`config.mk`:
```
export PLATFORM = sky130hd
export DESIGN_NAME = dvrt_cell
export DESIGN_NICKNAME = d
export VERILOG_FILES = /design/src/sv/dvrt_pkg.sv /design/src/sv/dvrt_cell.sv
export SDC_FILE = /design/constraint.sdc
export NUM_CORES = 1
export LEC_CHECK = 0
export ABC_AREA = 1
export BUFFER_PORTS_ARGS = -buffer_cell sky130_fd_sc_hd__buf_4
export CORE_AREA = 5 5 208 210
export DETAILED_ROUTE_END_ITERATION = 12
export DIE_AREA = 0 0 213 215
export SLEW_MARGIN = 20
export SYNTH_ARGS = -nofsm -noshare
export SYNTH_HDL_FRONTEND = slang
export SYNTH_SLANG_ARGS = --single-unit
```
`constraint.sdc`:
```
create_clock -name clk -period 35.5 [get_ports clk]
set_input_delay 1.775 -clock clk [delete_from_list [all_inputs] [get_ports clk]]
set_output_delay 1.775 -clock clk [all_outputs]
set_load 0.01 [all_outputs]
```
`src/sv/dvrt_pkg.sv`:
```
// ----------------------------------------------------------------------------
// dvrt_pkg
// Shared sizes, codes and structs of the distance-vector route table.
// ----------------------------------------------------------------------------
package dvrt_pkg;

  localparam int TABLE_DEPTH  = 64;
  localparam int MAX_REMOVALS = 64;
  localparam int IDX_W        = $clog2(TABLE_DEPTH);
  localparam int CNT_W        = $clog2(MAX_REMOVALS + 1);

  typedef enum logic [2:0] {
    CMD_ADD    = 3'd0,
    CMD_ADV    = 3'd1,
    CMD_LOOKUP = 3'd2,
    CMD_DELETE = 3'd3,
    CMD_TICK   = 3'd4,
    CMD_SWEEP  = 3'd5
  } cmd_t;

  typedef enum logic [2:0] {
    STS_DONE   = 3'd0,
    STS_REJECT = 3'd1,
    STS_MISS   = 3'd2,
    STS_FULL   = 3'd3,
    STS_SELF   = 3'd4
  } status_t;

  localparam logic [1:0] KIND_SELF    = 2'd0;
  localparam logic [1:0] KIND_LEARNED = 2'd2;

  // Configuration register indexes
  localparam logic CFG_AGING   = 1'b0;
  localparam logic CFG_CEILING = 1'b1;

  typedef enum logic [1:0] {
    ST_IDLE,
    ST_SCAN,
    ST_DONE
  } state_t;

  // Command broadcast to every cell during a pass
  typedef struct packed {
    logic [2:0]  cmd;
    logic [63:0] key_hi;
    logic [63:0] key_lo;
    logic [31:0] seconds_now;
    logic [15:0] aging_limit;
    logic [7:0]  metric_ceiling;
  } req_t;

  // Word handed from cell to cell along the chain
  typedef struct packed {
    logic             active;
    logic             found;
    logic [IDX_W-1:0] found_idx;
    logic [7:0]       found_metric;
    logic [31:0]      found_link;
    logic [1:0]       found_kind;
    logic             free_found;
    logic [IDX_W-1:0] free_idx;
    logic [CNT_W-1:0] removed;
  } chain_t;

  // Entry write and delete broadcast at the end of a pass
  typedef struct packed {
    logic             wr_en;
    logic [IDX_W-1:0] wr_idx;
    logic [63:0]      key_hi;
    logic [63:0]      key_lo;
    logic [7:0]       metric;
    logic [31:0]      link;
    logic [1:0]       kind;
    logic [31:0]      stamp;
    logic             del_en;
    logic [IDX_W-1:0] del_idx;
  } wr_t;

endpackage

```
`src/sv/dvrt_cell.sv`:
```
// ----------------------------------------------------------------------------
// dvrt_cell
// One table entry: matches the key, reports itself free, ages itself out,
// and hands the accumulated pass word to the next cell.
// ----------------------------------------------------------------------------
module dvrt_cell (
  input  logic                      clk,
  input  logic                      rst_n,
  input  logic [dvrt_pkg::IDX_W-1:0] idx,
  input  dvrt_pkg::req_t            req,
  input  dvrt_pkg::wr_t             wr,
  input  dvrt_pkg::chain_t          chain_in,
  output dvrt_pkg::chain_t          chain_out
);
  import dvrt_pkg::*;

  logic        valid_r, valid_nxt;
  logic [63:0] key_hi_r, key_lo_r;
  logic [7:0]  metric_r;
  logic [31:0] link_r;
  logic [1:0]  kind_r;
  logic [31:0] stamp_r;
  chain_t      out_r, out_nxt;
  logic        match;
  logic        stale;
  logic [31:0] age;

  // Evaluate this entry against the passing word
  always_comb begin
    match     = valid_r && (key_hi_r == req.key_hi) && (key_lo_r == req.key_lo);
    age       = req.seconds_now - stamp_r;
    stale     = valid_r && (kind_r == KIND_LEARNED) && (metric_r != 8'd0) &&
                ((age >= {16'd0, req.aging_limit}) || (metric_r > req.metric_ceiling));
    out_nxt   = chain_in;
    valid_nxt = valid_r;
    if (chain_in.active) begin
      if (req.cmd == CMD_SWEEP) begin
        if (stale && (chain_in.removed < CNT_W'(MAX_REMOVALS))) begin
          valid_nxt       = 1'b0;
          out_nxt.removed = CNT_W'(chain_in.removed + 1'b1);
        end
      end else begin
        if (match && !chain_in.found) begin
          out_nxt.found        = 1'b1;
          out_nxt.found_idx    = idx;
          out_nxt.found_metric = metric_r;
          out_nxt.found_link   = link_r;
          out_nxt.found_kind   = kind_r;
        end
        if (!valid_r && !chain_in.free_found) begin
          out_nxt.free_found = 1'b1;
          out_nxt.free_idx   = idx;
        end
      end
    end
    if (wr.wr_en && (wr.wr_idx == idx)) begin
      valid_nxt = 1'b1;
    end
    if (wr.del_en && (wr.del_idx == idx)) begin
      valid_nxt = 1'b0;
    end
  end

  // Hold control state
  always_ff @(posedge clk) begin
    if (!rst_n) begin
      valid_r <= 1'b0;
      out_r   <= '0;
    end else begin
      valid_r <= valid_nxt;
      out_r   <= out_nxt;
    end
  end

  // Store entry payload
  always_ff @(posedge clk) begin
    if (wr.wr_en && (wr.wr_idx == idx)) begin
      key_hi_r <= wr.key_hi;
      key_lo_r <= wr.key_lo;
      metric_r <= wr.metric;
      link_r   <= wr.link;
      kind_r   <= wr.kind;
      stamp_r  <= wr.stamp;
    end
  end

  assign chain_out = out_r;

endmodule

```
Word-level counts from Yosys, hierarchy flattened
Index checks and enable logic that the tools add are counted.
{"block": "word_totals", "out_inout_bits": 64, "register_bits": 267}
{"block": "op_classes", "n_eq_ne": 6, "bitwise": 1, "reduce_logical": 20, "n_mux": 10, "addsub": 2, "magnitude_cmp": 3}
{"cell": "== test 64 bit", "count": 2}
{"cell": "2-to-1 mux 63 bit", "count": 1}
{"cell": "2-to-1 mux 56 bit", "count": 1}
{"cell": "2-to-1 mux 49 bit", "count": 1}
{"cell": "greater-or-equal comparator 32 x 16 -> 1 bit", "count": 1}
{"cell": "subtractor 32 bit", "count": 1}
{"cell": "2-to-1 mux 7 bit", "count": 3}
{"cell": "== test 6 bit", "count": 2}
{"cell": "logical AND 1 bit", "count": 10}
{"cell": "greater-than comparator 8 bit", "count": 1}
{"cell": "nonzero test 8 bit", "count": 1}
{"cell": "adder 7 x 1 -> 7 bit, second input constant", "count": 1}
{"cell": "< comparator 7 bit, second input constant", "count": 1}
{"cell": "nonzero test 2 bit", "count": 3}
{"cell": "2-to-1 mux 1 bit", "count": 4}
{"cell": "== test 3 bit, second input constant", "count": 1}
{"cell": "zero test 1 bit", "count": 3}
{"cell": "AND reduction 3 bit", "count": 1}
{"cell": "== test 2 bit, second input constant", "count": 1}
{"cell": "OR reduction 2 bit", "count": 1}
{"cell": "logical OR 1 bit", "count": 1}
{"cell": "inverter 1 bit", "count": 1}

Longest topological paths before layout
Gate-level depths: netlist (run 1).
{"block": "depth", "ltp_word": 9, "ltp_mapped": 26, "mapped_depth_nobuf": 26}

Least setup slack after synthesis (run 1)
No wires, ideal clock.
{"block": "synth_timing", "path_type": "input to register", "startpoint": "input port idx[1] (netlist name)", "endpoint": "register key_hi_r[0], enable pin", "required_ns": 33.661, "path_buffers": 0, "slack_ns": 0.347, "setup_ns": 1.839, "stages": 6, "arrival_ns": 33.314, "cell_sequence": "inv_1 nand2_1 o21ai_0 nor2_1 o211ai_1 a2111oi_0"}
{"block": "synth_between", "elab_chain_len": 2}
{"item": "from (decl)", "line_no": "dvrt_cell.sv:9", "source": "input logic [dvrt_pkg::IDX_W-1:0] idx,"}
{"item": "== test 6 bit", "line_no": "dvrt_cell.sv:77", "source": "if (wr.wr_en && (wr.wr_idx == idx)) begin"}
{"item": "logical AND 1 bit", "line_no": "dvrt_cell.sv:77"}
{"item": "to (signal assigned)", "line_no": "dvrt_cell.sv:78", "source": "key_hi_r <= wr.key_hi;"}
{"item": "to (decl)", "line_no": "dvrt_cell.sv:18", "source": "logic [63:0] key_hi_r, key_lo_r;"}
Every way passes these cells.
A chain may end at the register's enable or synchronous reset.

Worst setup path after layout (run 1)
{"block": "layout_timing", "startpoint": "input port req[32] (netlist name)", "endpoint": "register out_r (netlist bit chain_out[2])"}
{"block": "layout_between", "elab_chain_len": 8}
{"item": "from (decl)", "line_no": "dvrt_cell.sv:10", "source": "input dvrt_pkg::req_t req,"}
{"item": "subtractor 32 bit", "line_no": "dvrt_cell.sv:31", "source": "age = req.seconds_now - stamp_r;"}
{"item": "greater-or-equal comparator 32 x 16 -> 1 bit", "line_no": "dvrt_cell.sv:33", "source": "((age >= {16'd0, req.aging_limit}) || (metric_r > req.metric_ceiling));"}
{"item": "logical OR 1 bit", "line_no": "dvrt_cell.sv:33"}
{"item": "logical AND 1 bit", "line_no": "dvrt_cell.sv:32", "source": "stale = valid_r && (kind_r == KIND_LEARNED) && (metric_r != 8'd0) &&"}
{"item": "logical AND 1 bit", "line_no": "dvrt_cell.sv:38", "source": "if (stale && (chain_in.removed < CNT_W'(MAX_REMOVALS))) begin"}
{"item": "2-to-1 mux 7 bit", "line_no": "dvrt_cell.sv:38"}
{"item": "2-to-1 mux 7 bit", "line_no": "dvrt_cell.sv:37", "source": "if (req.cmd == CMD_SWEEP) begin"}
{"item": "2-to-1 mux 63 bit", "line_no": "dvrt_cell.sv:36", "source": "if (chain_in.active) begin"}
{"item": "to (signal assigned)", "line_no": "dvrt_cell.sv:71", "source": "out_r <= out_nxt;"}
{"item": "to (decl)", "line_no": "dvrt_cell.sv:23", "source": "chain_t out_r, out_nxt;"}
Every way passes these cells.

==> flow_summary.yaml, run 1 <==
critical_path:
  endpoint_kind: "flop"
  rr_startpoint: "stamp_r[6]$_DFFE_PP_"
  critPathArrivalTime_ns: 4.90
  worstPathRequired_ns: 36.01
  startpoint: "req[32]"
  worstSetupEndpoint: "chain_out[2]$_SDFF_PN0_"
  crit_slowest_cell: "ha_1"
  reg2reg_slack_ns: 32.08
  timing_worst_setup_path_type: "primary input to flop"
  crit_fanout: 9
  max_stage_delay_ns: 0.35
  crit_top_cell: "nand2_1"
  cp.depth: 23
  crit_buf_inv: 2
  crit_family: "simple AND/OR/NAND/NOR gates"
  worstPathCellList: "buf_4, ha_1, nand2_1, nor2_1, nand2_1, inv_1, nand2_1, nand2_1, xor2_1, ha_1, a21oi_1, nor2_1, a211oi_1, nand2_1, nor2_1, nand2_1, nor2_1, nand2_1, nor2_1, nand2_2, nand2_4, o21ai_0, nor2_1"
  worstSetupStartpointType: "primary input"
  timing.rr.end: "chain_out[2]$_SDFF_PN0_"
  rr_worst_depth: 23
logic_synthesis:
  ys.flop_type: "edfxtp_1"
  synth_seq_cells: 267
  synth_seq_area_share_pct: 51.1
  ys.warnings.count: 0
  synth_edf_count: 202
  avgSynthCellArea_um2: 8.28
  yosysTopAreaCellShare_pct: 42.1
  synth.largest_area_cell: "edfxtp_1"
  synthTopCellsByArea: "edfxtp_1, nand2_1, inv_1"
  synthTopCellsByCount: "nand2_1, inv_1, edfxtp_1"
  post-synth-top-count-cell: "nand2_1"
  syn-num-nets: 2274
  synth-async-reset-ratio_pct: 0
  syn_area_mm2: 0.0144
  syn_inst: 1742
  yosysUniqueCellTypes: 37
cts:
  ctsHtreeMaxLevel: 1
  hold_buffers: 0
  clkSlewWorstSetupHoldPaths_ns: 0.06
  clock_path_buffers: 3
  cts_setup_buffers: 0
  cts.sinks: 267
  clock_latency_ns: 0.59
  cts.root.buffer_cell: "clkbuf_16"
  numCtsBuffers: 31
  tritoncts: "built"
  cts_resized: 0
layout:
  layout-drive-gt1-share_pct: 26.6
  nets: 2822
  final_cells: 2865
  syn_to_final_growth_pct: 40.2
power_and_ir_drop:
  p_clk_share_pct: 42.6
  vdd_ir_drop_max_v: 0.0000366
  p_switching_mw: 0.191
  p_per_area_mw_per_mm2: 39.5
  p_leak_nw: 10.4
  pwr-share-comb_pct: 14.1
  switching_share_pct: 23.9
  seqPwrFrac_pct: 43.3
  p_int_mw: 0.609
sta:
  drv_slew: 0
  rsz0062_at_grt: "false"
  fin_crit_ns: 4.38
  slew_headroom_pct: 26.0
  worst_pin_slew_ns: 1.11
  setup_violations: 0
  finClkSkew_ns: 0.0301
  period_share_pct: 12.3
  finalHoldViolCount: 0
  tns_ns: 0
  max_freq_mhz: 228
global_route:
  grt_max_degree: 172
  overflow: 0
  antenna_found_initial: 12
  grt_pass1_vias: 13459
  grtUsageTotal_pct: 21.5
  grt_pass1_wl_um: 75700
floorplan:
  start_util_pct: 34.8
  pin_count: 539
  die-area_mm2: 0.0458
  coreArea_mm2: 0.0414
  die_width_um: 213
  fp.dieH_um: 215
  rows: 75
run:
  drv_cap: 0
detailed_routing:
  wirelength_um: 50700
  viasPerCell: 4.51
  drt_iter0_drc: 717
  routedWlPerCell_um: 17.7
  vias: 12924
  ant_nets: 0
  drc_errors: 0
  first_pass_iters: 5
run_status:
  outcome: "completed"
place:
  hpwlAfterDp_um: 41900
  dpl.cell_count: 2796
  portBuffers: 538
  gp_congestion: 0.936
worst_hold_path:
  hold_path_class: "flop to flop"
## power groups by stage
stage / sequential, mW / combinational, mW / clock [mW]
floorplan: 0.357 / 0.0473 / 0
global placement: 0.353 / 0.112 / 0
detailed placement: 0.353 / 0.114 / 0
CTS: 0.346 / 0.114 / 0.350
global route: 0.347 / 0.126 / 0.365
finish: 0.346 / 0.113 / 0.340
## cells in the final DEF, fill, tap and decap left out, drive strengths merged
master,instances
buf,543
nand2,463
inv,432
edfxtp,202
nor2,137
nand4,70
dfxtp,65
ha,56
xor2,51
nand3,47
a21oi,42
clkbuf,38
o21ai,34
xnor2,27
nor4,17
nor3,16
or2,15
o22ai,12
diode,11
clkinv,10
o2111ai,7
bufinv,5
and2,4
o211ai,3
a22o,3
a211oi,3
clkinvlp,3
nand3b,2
a2111oi,2
o221ai,1
o21bai,1
and3,1
o21a,1
o31a,1
fa,1
## registers in the layout, summed over array words and instances (netlist names)
signal	cells
valid_r	1
chain_out	64
metric_r	8
stamp_r	32
link_r	32
key_hi_r	64
kind_r	2
key_lo_r	64
## tightest hold or removal path, stage by stage, from the launching register on
cell and delay, ns:
dfxtp_1 0.35, a21oi_1 0.08, nor2_1 0.08
## cell families after synthesis
kind of cell / after synthesis / synth area share (%)
AOI/OAI and AO/OA: 110 / 4.43
xor gates and xnor gates: 78 / 4.74
adders and majority gates: 57 / 5.00
buffers and inverters: 458 / 12.0
DFF: 267 / 51.1
and+or+nand+nor: 772 / 22.8
## metal layers
metal,global-route usage [%],vias up,wire [um]
met1,24.2,5832,18800
met4,7.49,2,1570
li1,-,6588,-
met5,0,-,19
met2,38.5,425,26200
met3,6.18,77,4190
## per-stage QoR
stage                     hold WS, ns  instance area [um2]  total power [mW]  setup WS (ns)  util (%)
final                           0.538                20200             0.799          31.12      48.8
after global routing            0.596                20200             0.838          30.85      48.8
after CTS                       0.547                20200             0.810          30.94      48.8
after detailed placement        0.532                19100             0.466          30.31      46.1
after global placement          0.507                19100             0.465          30.32      46.1
after floorplan                 0.483                14400             0.404          0.347         -
## how the worst min path moves through the flow
stage	to	slack [ns]	cells after the start	start
global placement	valid_r$_SDFFE_PP0P_	0.51	2	valid_r$_SDFFE_PP0P_
CTS	valid_r$_SDFFE_PP0P_	0.55	2	valid_r$_SDFFE_PP0P_
floorplan	valid_r$_SDFFE_PP0P_	0.48	2	valid_r$_SDFFE_PP0P_
detailed placement	valid_r$_SDFFE_PP0P_	0.53	2	valid_r$_SDFFE_PP0P_
finish	valid_r$_SDFFE_PP0P_	0.54	2	valid_r$_SDFFE_PP0P_
global route	valid_r$_SDFFE_PP0P_	0.60	2	valid_r$_SDFFE_PP0P_
## layout make-up
cell class / instances / area [um2]
Fill cell: 3975 / 21200
Clock inverter: 20 / 250
Clock buffer: 38 / 842
Multi-Input combinational cell: 1017 / 5350
Tap cell: 539 / 674
Timing Repair Buffer: 543 / 4090
Antenna cell: 11 / 27.5
Sequential cell: 267 / 7370
Inverter: 430 / 1610
Note: power is estimated with default switching activity, not from simulation.
==> run 2: changes to the inputs <==
clock period = 4.4 ns   (was 35.5 ns; I/O delays follow)
==> run 2 against run 1 <==
Against the previous run:
- total power rose to 8.3 times the previous value
- count of clock-buffer cells in the layout is 11 higher
- register-to-register slack worse by 31 ns
- cell count grew 9.2%
- final area rose by 13%
- wire length increased by 8.9%
- largest power group unchanged
- first-iteration DRC count is 20% higher
- die area unchanged
- highest routed layer is now met4
- clock skew down 0.018 ns
==> flow_summary.yaml, run 2 (same netlist as run 1, synthesis figures left out) <==
run_status:
  outcome: "completed"
power_and_ir_drop:
  switching_share_pct: 24.5
  p_switching_mw: 1.62
  p_per_area_mw_per_mm2: 290
  pwr-share-comb_pct: 17.0
  p_leak_nw: 11.5
  vdd_ir_drop_max_v: 0.000274
  seqPwrFrac_pct: 42.1
  finalPower_mw: 6.63
  p_clk_share_pct: 40.8
  p_int_mw: 5.01
sta:
  drv_slew: 0
  worst_pin_slew_ns: 0.798
  max_freq_mhz: 262
  setup_violations: 0
  rsz0062_at_grt: "false"
  finClkSkew_ns: 0.0124
  finalHoldViolCount: 0
  slew_headroom_pct: 46.8
  period_share_pct: 86.6
  fin_crit_ns: 3.81
  hold_slack_ns: 0.0175
place:
  dpl.cell_count: 2802
  hpwlAfterDp_um: 42500
  gp_congestion: 0.940
  portBuffers: 538
detailed_routing:
  wirelength_um: 55300
  drc_errors: 0
  routedWlPerCell_um: 17.7
  first_pass_iters: 5
  vias: 14406
  viasPerCell: 4.61
  ant_nets: 0
  drt_iter0_drc: 857
cts:
  cts.sinks: 267
  ctsHtreeMaxLevel: 2
  cts.root.buffer_cell: "clkbuf_16"
  cts_resized: 0
  clkSlewWorstSetupHoldPaths_ns: 0.05
  numCtsBuffers: 34
  tritoncts: "built"
  clock_latency_ns: 0.53
  clock_path_buffers: 3
global_route:
  grtUsageTotal_pct: 23.3
  overflow: 0
  antenna_found_initial: 4
  grt_max_degree: 71
  grt_pass1_wl_um: 82600
  grt_pass1_vias: 15160
layout:
  fillers: 3634
  layout-drive-gt1-share_pct: 23.9
  final_common_cell: "buf_4"
  layout_common_cells: "buf_4, nand2_1, inv_1, dlygate4sd3_1, edfxtp_1"
  final_cells: 3128
  syn_to_final_growth_pct: 58.4
  fin_util_pct: 55.2
  regArea_mm2: 0.00737
  nets: 3090
  multiInputGateArea_mm2: 0.00535
critical_path:
  worstPathCellList: "inv_1, ha_1, nand2_1, nor2_1, nand2_1, nand3_1, nand2_1, nand2_1, xor2_1, ha_1, a21oi_1, nor2_1, a211oi_1, nand2_1, nor2_1, nand2_1, nor2_1, nand2_1, nor2_1, nand2_2, nand4_1, a21oi_1, dlygate4sd3_1"
  worstPathRequired_ns: 4.81
  critPathArrivalTime_ns: 4.22
  endpoint_kind: "flop"
  crit_fanout: 9
  crit_top_cell: "nand2_1"
  timing_worst_setup_path_type: "flop to flop"
  crit_slowest_cell: "dlygate4sd3_1"
  max_stage_delay_ns: 0.56
  worstSetupStartpointType: "flop"
floorplan:
  rows: 75
  die_width_um: 213
  coreArea_mm2: 0.0414
  die-area_mm2: 0.0458
  fp.dieH_um: 215
  pin_count: 539
  start_util_pct: 34.8
worst_hold_path:
  hold_path_class: "primary input to flop"
run:
  drv_cap: 0
-- run 2: timing repair --
action / 4_1_cts / 5_1_grt
buffers inserted: 0 / 0
hold buffers: 259 / 0
endpoints found under the hold margin: 254 / 0
-- run 2: final timing paths --
path	from	endpoint	slack (ns)	cells past startpoint
worst max register to register	stamp_r[3]$_DFFE_PP_	chain_out[6]$_SDFF_PN0_	0.59	23
worst min register to register	valid_r$_SDFFE_PP0P_	valid_r$_SDFFE_PP0P_	0.57	2
worst min-delay path	chain_in[46]	chain_out[46]$_SDFF_PN0_	0.02	5
worst max-delay path	stamp_r[3]$_DFFE_PP_	chain_out[6]$_SDFF_PN0_	0.59	23
-- run 2: metal layers --
metal / vias to the layer above / wire length (um) / track usage, %
met5: - / 0 / 0
met4: 0 / 2220 / 8.62
met3: 132 / 4160 / 5.91
met2: 550 / 28200 / 42.3
met1: 6610 / 20700 / 26.1
li1: 7114 / - / -
-- run 2: area by class of cell --
cell class,count,share of cell area [%]
clock buffers,49,4.11
clock inverters,12,0.477
diodes,6,0.0658
multi-input cells,1017,23.4
flip-flops and latches,267,32.3
inverters,430,7.07
well taps,539,2.95
repair buffers,808,29.6
-- run 2: stage by stage --
stage	setup TNS, ns	cell area (um2)	setup slack (ns)
floorplan	-686.23	14400	-3.38
global placement	0	19200	1.14
detailed placement	0	19200	1.08
CTS	0	22800	0.620
global route	0	22800	0.268
finish	0	22800	0.590
-- run 2: power groups by stage --
stage               Combinational (mW)  Sequential (mW)  Clock (mW)
CTS                               1.13             2.79        2.76
floorplan                        0.383             2.86           0
detailed placement               0.920             2.85           0
global route                      1.24             2.80        2.88
finish                            1.13             2.79        2.71
global placement                 0.907             2.85           0
-- run 2: worst max-delay path: cells and delay by family, from the launching register on --
kind / cells / cell delay, ns
simple gates: 15 / 1.60
buf+inv: 2 / 0.60
xor+xnor: 1 / 0.16
fa+ha+maj: 2 / 0.64
flops: 1 / 0.32
compound gates: 3 / 0.40
